[config.mk]
export PLATFORM = sky130hd
export DESIGN_NAME = timed_and_event_slot_scheduler_flat
export DESIGN_NICKNAME = d
export VERILOG_FILES = /design/src/design/tess_pkg.sv /design/src/design/tess_cmd_if.sv /design/src/design/tess_res_if.sv /design/src/design/tess_ctrl.sv /design/src/design/tess_dp.sv /design/src/design/timed_and_event_slot_scheduler.sv /design/src/flat_wrapper.sv
export SDC_FILE = /design/constraint.sdc
export NUM_CORES = 1
export LEC_CHECK = 0
export ABC_CLOCK_PERIOD_IN_PS = 11320
export BUFFER_PORTS_ARGS = -buffer_cell sky130_fd_sc_hd__buf_2
export CORE_MARGIN = 2
export CORE_UTILIZATION = 40
export DETAILED_ROUTE_END_ITERATION = 7
export PLACE_DENSITY = 0.61
export SETUP_SLACK_MARGIN = 0.5
export SLEW_MARGIN = 20
export SYNTH_ARGS = -nofsm -noshare
export SYNTH_HDL_FRONTEND = slang
export SYNTH_SLANG_ARGS = --single-unit
[constraint.sdc]
create_clock -name clk -period 11.32 [get_ports clk]
set_input_delay 2.264 -clock clk [delete_from_list [all_inputs] [get_ports clk]]
set_output_delay 2.264 -clock clk [all_outputs]
set_load 0.05 [all_outputs]
[src/design/tess_pkg.sv]
// Shared types and constants of the timed and event slot scheduler.
`default_nettype none
package tess_pkg;

	localparam int MAX_RESULTS = 16;
	localparam int CNT_W       = $clog2(MAX_RESULTS);

	typedef enum logic [2:0] {
		OP_TICK         = 3'd0,
		OP_POLL         = 3'd1,
		OP_QUEUE_ONCE   = 3'd2,
		OP_QUEUE_PERIOD = 3'd3,
		OP_QUEUE_EVENT  = 3'd4,
		OP_STOP         = 3'd5,
		OP_DISPATCH     = 3'd6
	} op_t;

	typedef enum logic [1:0] {
		ST_ACK   = 2'd0,
		ST_FIRED = 2'd1,
		ST_FULL  = 2'd2,
		ST_BAD   = 2'd3
	} status_t;

	typedef enum logic [2:0] {
		S_IDLE,
		S_DECODE,
		S_READ,
		S_EVAL,
		S_FLUSH
	} state_t;

	typedef struct packed {
		logic [31:0] deadline;
		logic [15:0] period;
		logic [6:0]  evt;
		logic [7:0]  tag;
	} slot_rec_t;

	typedef struct packed {
		status_t     status;
		logic [3:0]  slot;
		logic [7:0]  tag;
		logic        last;
	} result_t;

	// Commands from the controller to the datapath.
	typedef struct packed {
		logic load_in;
		logic clr_scan;
		logic step;
		logic single;
		logic take;
		logic flush;
	} ctrl_cmd_t;

	// Status from the datapath to the controller.
	typedef struct packed {
		op_t  op;
		logic hit;
		logic at_end;
		logic cnt_last;
		logic held_v;
		logic out_free;
	} ctrl_stat_t;

endpackage
`default_nettype wire

[src/design/tess_cmd_if.sv]
// Input command channel of the scheduler.
`default_nettype none
interface tess_cmd_if;
	logic        valid;
	logic        ready;
	logic [2:0]  opcode;
	logic [15:0] delay_ms;
	logic [6:0]  event_id;
	logic [7:0]  handle;
	logic [7:0]  callback_tag;

	modport source (
		output valid, opcode, delay_ms, event_id, handle, callback_tag,
		input  ready
	);
	modport sink (
		input  valid, opcode, delay_ms, event_id, handle, callback_tag,
		output ready
	);
endinterface
`default_nettype wire

[src/design/tess_res_if.sv]
// Result channel of the scheduler.
`default_nettype none
interface tess_res_if;
	logic       valid;
	logic       ready;
	logic [1:0] status;
	logic [3:0] slot;
	logic [7:0] fired_tag;
	logic       last;

	modport source (
		output valid, status, slot, fired_tag, last,
		input  ready
	);
	modport sink (
		input  valid, status, slot, fired_tag, last,
		output ready
	);
endinterface
`default_nettype wire

[src/design/tess_ctrl.sv]
// Controller state machine that sequences commands and slot scans.
`default_nettype none
module tess_ctrl
	import tess_pkg::*;
(
	input  wire        clk,
	input  wire        arst_n,
	input  wire        in_valid,
	output logic       in_ready,
	input  ctrl_stat_t stat,
	output ctrl_cmd_t  cmd
);

	state_t state_q, state_d;
	logic   is_queue, is_scan, fire_ok, scan_done;

	assign is_queue  = stat.op inside {OP_QUEUE_ONCE, OP_QUEUE_PERIOD, OP_QUEUE_EVENT};
	assign is_scan   = is_queue || stat.op inside {OP_POLL, OP_DISPATCH};
	// A firing displaces the held result into the output register, so that must be free.
	assign fire_ok   = !stat.held_v || stat.out_free;
	assign scan_done = stat.at_end || stat.cnt_last;

	always_ff @(posedge clk or negedge arst_n) begin
		if (!arst_n) begin
			state_q <= S_IDLE;
		end else begin
			state_q <= state_d;
		end
	end

	always_comb begin
		state_d = state_q;
		case (state_q)
			S_IDLE: begin
				if (in_valid) state_d = S_DECODE;
			end
			S_DECODE: begin
				if (is_scan) state_d = S_READ;
				else if (stat.out_free) state_d = S_IDLE;
			end
			S_READ: begin
				state_d = S_EVAL;
			end
			S_EVAL: begin
				if (is_queue) begin
					if (stat.hit) begin
						if (stat.out_free) state_d = S_IDLE;
					end else begin
						state_d = stat.at_end ? S_FLUSH : S_READ;
					end
				end else if (stat.hit) begin
					if (fire_ok) state_d = scan_done ? S_FLUSH : S_READ;
				end else begin
					state_d = stat.at_end ? S_FLUSH : S_READ;
				end
			end
			S_FLUSH: begin
				if (stat.out_free) state_d = S_IDLE;
			end
			default: state_d = S_IDLE;
		endcase
	end

	always_comb begin
		in_ready = 1'b0;
		cmd      = '0;
		case (state_q)
			S_IDLE: begin
				in_ready = 1'b1;
				if (in_valid) begin
					cmd.load_in  = 1'b1;
					cmd.clr_scan = 1'b1;
				end
			end
			S_DECODE: begin
				if (!is_scan && stat.out_free) cmd.single = 1'b1;
			end
			S_READ: begin
			end
			S_EVAL: begin
				if (is_queue) begin
					if (stat.hit) cmd.take = stat.out_free;
					else cmd.step = !stat.at_end;
				end else if (stat.hit) begin
					cmd.take = fire_ok;
					cmd.step = fire_ok && !scan_done;
				end else begin
					cmd.step = !stat.at_end;
				end
			end
			S_FLUSH: begin
				cmd.flush = stat.out_free;
			end
			default: begin
			end
		endcase
	end

endmodule
`default_nettype wire

[src/design/tess_dp.sv]
// Datapath: slot table, time counter, scan index, held result and output register.
`default_nettype none
module tess_dp
	import tess_pkg::*;
#(
	parameter int SLOT_COUNT = 16
) (
	input  wire        clk,
	input  wire        arst_n,
	input  wire        in_ready,
	input  ctrl_cmd_t  cmd,
	output ctrl_stat_t stat,
	tess_cmd_if.sink   cmd_ch,
	tess_res_if.source res_ch
);

	localparam int SLOT_W = (SLOT_COUNT > 1) ? $clog2(SLOT_COUNT) : 1;

	op_t                op_q;
	logic [15:0]        delay_q;
	logic [6:0]         ev_q;
	logic [7:0]         handle_q;
	logic [7:0]         tag_q;

	logic [31:0]        time_q;
	logic [SLOT_COUNT-1:0] busy_q;
	logic [SLOT_COUNT-1:0] is_ev_q;
	logic [SLOT_W-1:0]  idx_q;
	logic [CNT_W-1:0]   cnt_q;
	logic               held_v_q;
	result_t            held_q;
	logic               out_v_q;
	result_t            out_q;

	slot_rec_t          rec_mem_q [SLOT_COUNT];
	slot_rec_t          rd_q;

	logic               is_queue, handle_ok, out_free, hit;
	logic               push, mem_we;
	result_t            push_res;
	slot_rec_t          mem_wd;
	logic [SLOT_W-1:0]  hidx;

	assign is_queue  = op_q inside {OP_QUEUE_ONCE, OP_QUEUE_PERIOD, OP_QUEUE_EVENT};
	assign handle_ok = handle_q < 8'(SLOT_COUNT);
	assign hidx      = handle_q[SLOT_W-1:0];
	assign out_free  = !out_v_q || res_ch.ready;

	always_comb begin
		case (op_q)
			OP_POLL:
				hit = busy_q[idx_q] && !is_ev_q[idx_q] && (rd_q.deadline <= time_q);
			OP_DISPATCH:
				hit = busy_q[idx_q] && is_ev_q[idx_q] && (rd_q.evt == ev_q);
			OP_QUEUE_ONCE, OP_QUEUE_PERIOD, OP_QUEUE_EVENT:
				hit = !busy_q[idx_q];
			default:
				hit = 1'b0;
		endcase
	end

	assign stat.op       = op_q;
	assign stat.hit      = hit;
	assign stat.at_end   = idx_q == SLOT_W'(SLOT_COUNT - 1);
	assign stat.cnt_last = cnt_q == CNT_W'(MAX_RESULTS - 1);
	assign stat.held_v   = held_v_q;
	assign stat.out_free = out_free;

	// Result beat and table write for the current command.
	always_comb begin
		push     = 1'b0;
		push_res = '{status: ST_ACK, slot: 4'd0, tag: 8'd0, last: 1'b1};
		mem_we   = 1'b0;
		mem_wd   = rd_q;
		if (cmd.single) begin
			push = 1'b1;
			if (op_q == OP_STOP) begin
				if (handle_ok) push_res.slot = handle_q[3:0];
				else push_res.status = ST_BAD;
			end
		end
		if (cmd.take) begin
			if (is_queue) begin
				push            = 1'b1;
				push_res.slot   = 4'(idx_q);
				mem_we          = 1'b1;
				mem_wd.deadline = (op_q == OP_QUEUE_EVENT) ? 32'd0 : time_q + 32'(delay_q);
				mem_wd.period   = (op_q == OP_QUEUE_PERIOD) ? delay_q : 16'd0;
				mem_wd.evt      = (op_q == OP_QUEUE_EVENT) ? ev_q : 7'd0;
				mem_wd.tag      = tag_q;
			end else begin
				push          = held_v_q;
				push_res      = held_q;
				push_res.last = 1'b0;
				if (op_q == OP_POLL && rd_q.period != 16'd0) begin
					mem_we          = 1'b1;
					mem_wd.deadline = time_q + 32'(rd_q.period);
				end
			end
		end
		if (cmd.flush) begin
			push = 1'b1;
			if (is_queue) begin
				push_res.status = ST_FULL;
			end else if (held_v_q) begin
				push_res      = held_q;
				push_res.last = 1'b1;
			end
		end
	end

	always_ff @(posedge clk or negedge arst_n) begin
		if (!arst_n) begin
			time_q   <= '0;
			busy_q   <= '0;
			is_ev_q  <= '0;
			idx_q    <= '0;
			cnt_q    <= '0;
			held_v_q <= 1'b0;
			out_v_q  <= 1'b0;
		end else begin
			if (cmd.clr_scan) begin
				idx_q    <= '0;
				cnt_q    <= '0;
				held_v_q <= 1'b0;
			end
			if (cmd.step) idx_q <= idx_q + 1'b1;
			if (cmd.single) begin
				if (op_q == OP_TICK) time_q <= time_q + 32'd1;
				if (op_q == OP_STOP && handle_ok) begin
					busy_q[hidx]  <= 1'b0;
					is_ev_q[hidx] <= 1'b0;
				end
			end
			if (cmd.take) begin
				if (is_queue) begin
					busy_q[idx_q]  <= 1'b1;
					is_ev_q[idx_q] <= op_q == OP_QUEUE_EVENT;
				end else begin
					cnt_q    <= cnt_q + 1'b1;
					held_v_q <= 1'b1;
					if (op_q == OP_DISPATCH) begin
						busy_q[idx_q]  <= 1'b0;
						is_ev_q[idx_q] <= 1'b0;
					end else if (rd_q.period == 16'd0) begin
						busy_q[idx_q] <= 1'b0;
					end
				end
			end
			if (push) out_v_q <= 1'b1;
			else if (res_ch.ready) out_v_q <= 1'b0;
		end
	end

	always_ff @(posedge clk) begin
		if (cmd.load_in) begin
			op_q     <= op_t'(cmd_ch.opcode);
			delay_q  <= cmd_ch.delay_ms;
			ev_q     <= cmd_ch.event_id;
			handle_q <= cmd_ch.handle;
			tag_q    <= cmd_ch.callback_tag;
		end
		if (cmd.take && !is_queue) begin
			held_q <= '{status: ST_FIRED, slot: 4'(idx_q), tag: rd_q.tag, last: 1'b0};
		end
		if (push) out_q <= push_res;
	end

	// Slot table: one write port, one registered read port at the scan index.
	always_ff @(posedge clk) begin
		if (mem_we) rec_mem_q[idx_q] <= mem_wd;
		rd_q <= rec_mem_q[idx_q];
	end

	assign cmd_ch.ready     = in_ready;
	assign res_ch.valid     = out_v_q;
	assign res_ch.status    = out_q.status;
	assign res_ch.slot      = out_q.slot;
	assign res_ch.fired_tag = out_q.tag;
	assign res_ch.last      = out_q.last;

endmodule
`default_nettype wire

[src/design/timed_and_event_slot_scheduler.sv]
// Top level of the timed and event slot scheduler.
//
// Commands enter on the cmd channel (valid/ready); each accepted beat yields
// one or more result beats on the res channel, the final one flagged by last.
// A new command is taken only when the previous one has finished its work;
// the registered result output lets the next command in while its beat waits.
// Tick, stop and unknown opcodes register their result in the decode
// state once the output register is free. Poll, dispatch and queue walk
// the slot table slot by slot, a table read and then an evaluate step per
// slot, set by the single read port of the table; a queue request stops at
// the first free slot. Poll and dispatch report at most 16 firings per
// command; the rest stay pending for a later command. Reset clears the
// time, all busy and event flags and the result valid flag; the slot table
// needs no clearing, since its contents count only for busy slots.
// When the receiver stalls, the scan waits on the next firing that has to
// leave, and the cmd channel stays closed until the command completes.
`default_nettype none
module timed_and_event_slot_scheduler
	import tess_pkg::*;
#(
	parameter int SLOT_COUNT = 16
) (
	input  wire        clk,
	input  wire        arst_n,
	tess_cmd_if.sink   cmd,
	tess_res_if.source res
);

	ctrl_cmd_t  ctl_cmd;
	ctrl_stat_t ctl_stat;
	logic       in_ready;

	tess_ctrl u_ctrl (
		.clk      (clk),
		.arst_n   (arst_n),
		.in_valid (cmd.valid),
		.in_ready (in_ready),
		.stat     (ctl_stat),
		.cmd      (ctl_cmd)
	);

	tess_dp #(
		.SLOT_COUNT (SLOT_COUNT)
	) u_dp (
		.clk      (clk),
		.arst_n   (arst_n),
		.in_ready (in_ready),
		.cmd      (ctl_cmd),
		.stat     (ctl_stat),
		.cmd_ch   (cmd),
		.res_ch   (res)
	);

endmodule
`default_nettype wire
[src/flat_wrapper.sv]
// flat-port wrapper written by rule: the top's interface ports become plain ports
module timed_and_event_slot_scheduler_flat import tess_pkg::*;
#(
	parameter int SLOT_COUNT = 16
)
  (clk, arst_n, cmd_valid, cmd_opcode, cmd_delay_ms, cmd_event_id, cmd_handle, cmd_callback_tag, cmd_ready, res_valid, res_status, res_slot, res_fired_tag, res_last, res_ready);
  tess_cmd_if cmd_i ();
  tess_res_if res_i ();
  input  wire clk;
  input  wire arst_n;
  input wire logic [$bits(cmd_i.valid)-1:0] cmd_valid;
  input wire logic [$bits(cmd_i.opcode)-1:0] cmd_opcode;
  input wire logic [$bits(cmd_i.delay_ms)-1:0] cmd_delay_ms;
  input wire logic [$bits(cmd_i.event_id)-1:0] cmd_event_id;
  input wire logic [$bits(cmd_i.handle)-1:0] cmd_handle;
  input wire logic [$bits(cmd_i.callback_tag)-1:0] cmd_callback_tag;
  output wire logic [$bits(cmd_i.ready)-1:0] cmd_ready;
  output wire logic [$bits(res_i.valid)-1:0] res_valid;
  output wire logic [$bits(res_i.status)-1:0] res_status;
  output wire logic [$bits(res_i.slot)-1:0] res_slot;
  output wire logic [$bits(res_i.fired_tag)-1:0] res_fired_tag;
  output wire logic [$bits(res_i.last)-1:0] res_last;
  input wire logic [$bits(res_i.ready)-1:0] res_ready;
  assign cmd_i.valid = cmd_valid;
  assign cmd_i.opcode = cmd_opcode;
  assign cmd_i.delay_ms = cmd_delay_ms;
  assign cmd_i.event_id = cmd_event_id;
  assign cmd_i.handle = cmd_handle;
  assign cmd_i.callback_tag = cmd_callback_tag;
  assign cmd_ready = cmd_i.ready;
  assign res_valid = res_i.valid;
  assign res_status = res_i.status;
  assign res_slot = res_i.slot;
  assign res_fired_tag = res_i.fired_tag;
  assign res_last = res_i.last;
  assign res_i.ready = res_ready;
  timed_and_event_slot_scheduler #(.SLOT_COUNT(SLOT_COUNT)) u_core (.clk(clk), .arst_n(arst_n), .cmd(cmd_i), .res(res_i));
endmodule
==> metrics.yaml <==
logic_synthesis:
  syn_inst: 2526
  synth_area_per_cell_um2: 19.43
  synth_nets: 2644
  ys.flop_type: "edfxtp_1"
  ys_seq_elements: 1217
  yosysUniqueCellTypes: 82
  seq_area_frac_synth: 0.7239
  synth-edff-count: 1077
  yosysWarnings: 0
  synth_area_um2: 49080
  async_flop_share: 0.06327
clock_tree:
  clockBufferDepth: 3
  clkSinkCount: 1217
  cts_root_buffer: "clkbuf_16"
  hold_buffers: 0
  clk_pin_slew_ns: 0.07
  cts_made_buffers: 120
  htreeDepth: 3
  clock_latency_ns: 0.72
  cts_setup_buffers: 0
  cts_tree: "yes"
  cts_resized: 0
min_path:
  holdPathStages: 0
  hp-start: "u_core.u_dp.rd_q[3]$_DFF_P_"
  min_path_type: "flip-flop to flip-flop"
routing:
  ant_nets: 0
  drcViolationCount: 0
  detailroute.via_count: 25490
  routed_wl_um: 120700
  drt_iter0_drc: 2732
  routed_via_density: 5.809
  firstDrtPassIters: 6
  avgRoutedWirePerCell_um: 27.51
setup_path:
  setup.worst_path.end_class: "flip-flop"
  slowest_stage: "nor2_4"
  cp.arrival_ns: 6.11
  crit_path_max_fanout: 141
  reg2regPathDepth: 10
  reg2reg_slack_ns: 5.54
  worstSetupStartpointType: "flip-flop"
  worstPathCellList: "buf_12, inv_1, mux2i_1, nor2b_1, o211ai_2, o31ai_4, o211ai_1, buf_4, nor2_4, buf_4"
  worstSetupStartpoint: "u_core.u_dp.idx_q[1]$_DFFE_PN0P_"
  r2r-start: "u_core.u_dp.idx_q[1]$_DFFE_PN0P_"
  path_class: "flip-flop to flip-flop"
  path_common_cell: "buf_4"
  worstSetupEndpoint: "u_core.u_dp.rec_mem_q[0][21]$_DFFE_PP_"
  crit_required_ns: 11.65
  max_stage_delay_ns: 0.92
  r2r_end: "u_core.u_dp.rec_mem_q[0][21]$_DFFE_PP_"
placement:
  dpl.hpwl_um: 68490
  gp_congestion: 0.8785
  post-place-cells: 4158
  pre_cts_ws_ns: 5.325
  place_area_um2: 51560
  io_buffers: 62
cells_and_area:
  fin_cells: 4388
  fin_nets: 2775
  drive_above_1_share: 0.2508
  stdcell_area_um2: 55610
  final.fill_count: 10250
  area_delta_synth_final_pct: 13.31
  n_antenna_cell: 0
timing:
  setup_violations: 0
  worst_slack_ns: 5.540
  period_needed_ns: 5.780
  worstMarginPinSlew_ns: 1.143
  finalHoldViolCount: 0
  period_share: 0.5106
  max_slew_margin: 0.2365
  fmax_ghz: 0.1730
  grt_setup_unrepaired: "false"
  totalNegativeSetupSlack_ns: 0
  finalMaxSlewViolations: 0
  clock_skew_ns: 0.02234
global_route:
  grt-busiest-layer: "met2"
  use_met1: 0.2750
  first_global_vias: 25970
  antenna_found_initial: 4
  grt_use_total: 0.1912
  met2_usage: 0.3014
  grtUsageMet3: 0.02931
  grt_overflow: 0
  grt_max_degree: 142
  grt_pass1_wl_um: 176600
pwr:
  power_density_nw_per_um2: 246.1
  max-vdd-ir-drop_mv: 0.1859
  total_power_w: 0.01369
  leakage_nw: 17.87
run_status:
  run_status: "finished, final reports clean"
floorplan:
  dieHeight_um: 354.3
  rows: 128
  dieArea_um2: 125500
  chipWidth_um: 354.3
  initial_core_util: 0.4032
  coreArea_um2: 121700
  pin_count: 63
run:
  cap_violations: 0
==> synth_stat cells (31+ instances only) <==
cell type     n  area (µm²)
clkbuf_1     72       270.3
xnor2_1      66       578.1
a22o_1       33       289.0
inv_1        45       168.9
dfxtp_1      63        1261
nor2_1       87       326.6
dfrtp_1      77        1927
mux4_2      323        7274
o21ai_0      58       290.3
edfxtp_1   1077       32340
nand3_1      31       155.2
ha_1         70       875.8
nand2_1     107       401.6
a21oi_1      49       245.2
==> through the flow <==
step | hold slack [ns] | utilization
2_1_floorplan | 0.4027 | -
5_1_grt | 0.4595 | 0.4569
6_report | 0.4415 | 0.4569
4_1_cts | 0.4412 | 0.4565
3_3_place_gp | 0.4168 | 0.4236
3_5_place_dp | 0.4272 | 0.4236
==> final cells by class <==
class / count / area, µm² / area share
multi-input combinational: 1150 / 13060 / 0.2349
tap: 1625 / 2033 / 0.03656
clock buffer: 156 / 3228 / 0.05804
inverter: 47 / 176.4 / 0.003172
sequential: 1217 / 35540 / 0.6391
timing repair buffer: 121 / 797.0 / 0.01433
clock inverter: 72 / 774.5 / 0.01393
==> placed cells by master (no fill, tap or decap), types with 49 or more instances in the layout <==
cell type and instances:
mux4_2 323, nor2_1 70, xnor2_1 66, clkbuf_16 120, o21ai_0 57, a21oi_1 49, buf_2 61, edfxtp_1 1077
ha_1 70, nand2_1 107, dfxtp_1 63, dfrtp_1 73, buf_4 56
==> cells by family (layout without fill, tap and decap cells) <==
family / Yosys count / in the layout / share of synthesized area
DFF: 1217 / 1217 / 0.7239
and+or+nand+nor: 371 / 371 / 0.03681
muxes: 340 / 340 / 0.1519
AOI/OAI and AO/OA: 291 / 291 / 0.04189
buffers and inverters: 159 / 396 / 0.01326
xor gates and xnor gates: 76 / 76 / 0.01356
adders and majority gates: 72 / 72 / 0.01866
==> layer usage <==
metal  share of wire  wire, µm  up-vias
met5        0.000083        10        -
li1                -         -    10670
met3           0.068      8174      200
met4           0.028      3391        2
met2            0.48     57340     1086
met1            0.43     51780    13540
==> worst max-delay path, delay by kind of cell (launching register included) <==
| family | cells | cell delay, ns |
|---|---|---|
| buf+inv | 4 | 2.14 |
| mux | 1 | 0.34 |
| compound gates | 3 | 0.74 |
| simple gates | 2 | 1.14 |
| flops | 1 | 0.91 |
==> state kept, by name, summed over array words and instances (netlist names), 12 cells and up <==
name,flops
u_core.u_dp.is_ev_q,16
u_core.u_dp.time_q,32
u_core.u_dp.rec_mem_q,1008
u_core.u_dp.busy_q,16
u_core.u_dp.rd_q,63
u_core.u_dp.delay_q,16
u_core.u_dp.held_q,12
==> worst min path at each step <==
stage                                 endpoint  slack, ns
6_report       u_core.u_dp.held_q[4]$_DFFE_PP_       0.44
4_1_cts        u_core.u_dp.held_q[4]$_DFFE_PP_       0.44
2_1_floorplan  u_core.u_dp.held_q[1]$_DFFE_PP_       0.40
3_3_place_gp   u_core.u_dp.held_q[4]$_DFFE_PP_       0.42
5_1_grt        u_core.u_dp.held_q[7]$_DFFE_PP_       0.46
3_5_place_dp   u_core.u_dp.held_q[4]$_DFFE_PP_       0.43
==> where the power goes <==
group / internal, W / switching, W
Clock: 0.00228 / 0.00173
Combinational: 0.00152 / 0.00201
Sequential: 0.00582 / 0.000325
No activity file was read; power rests on OpenSTA's default activity.
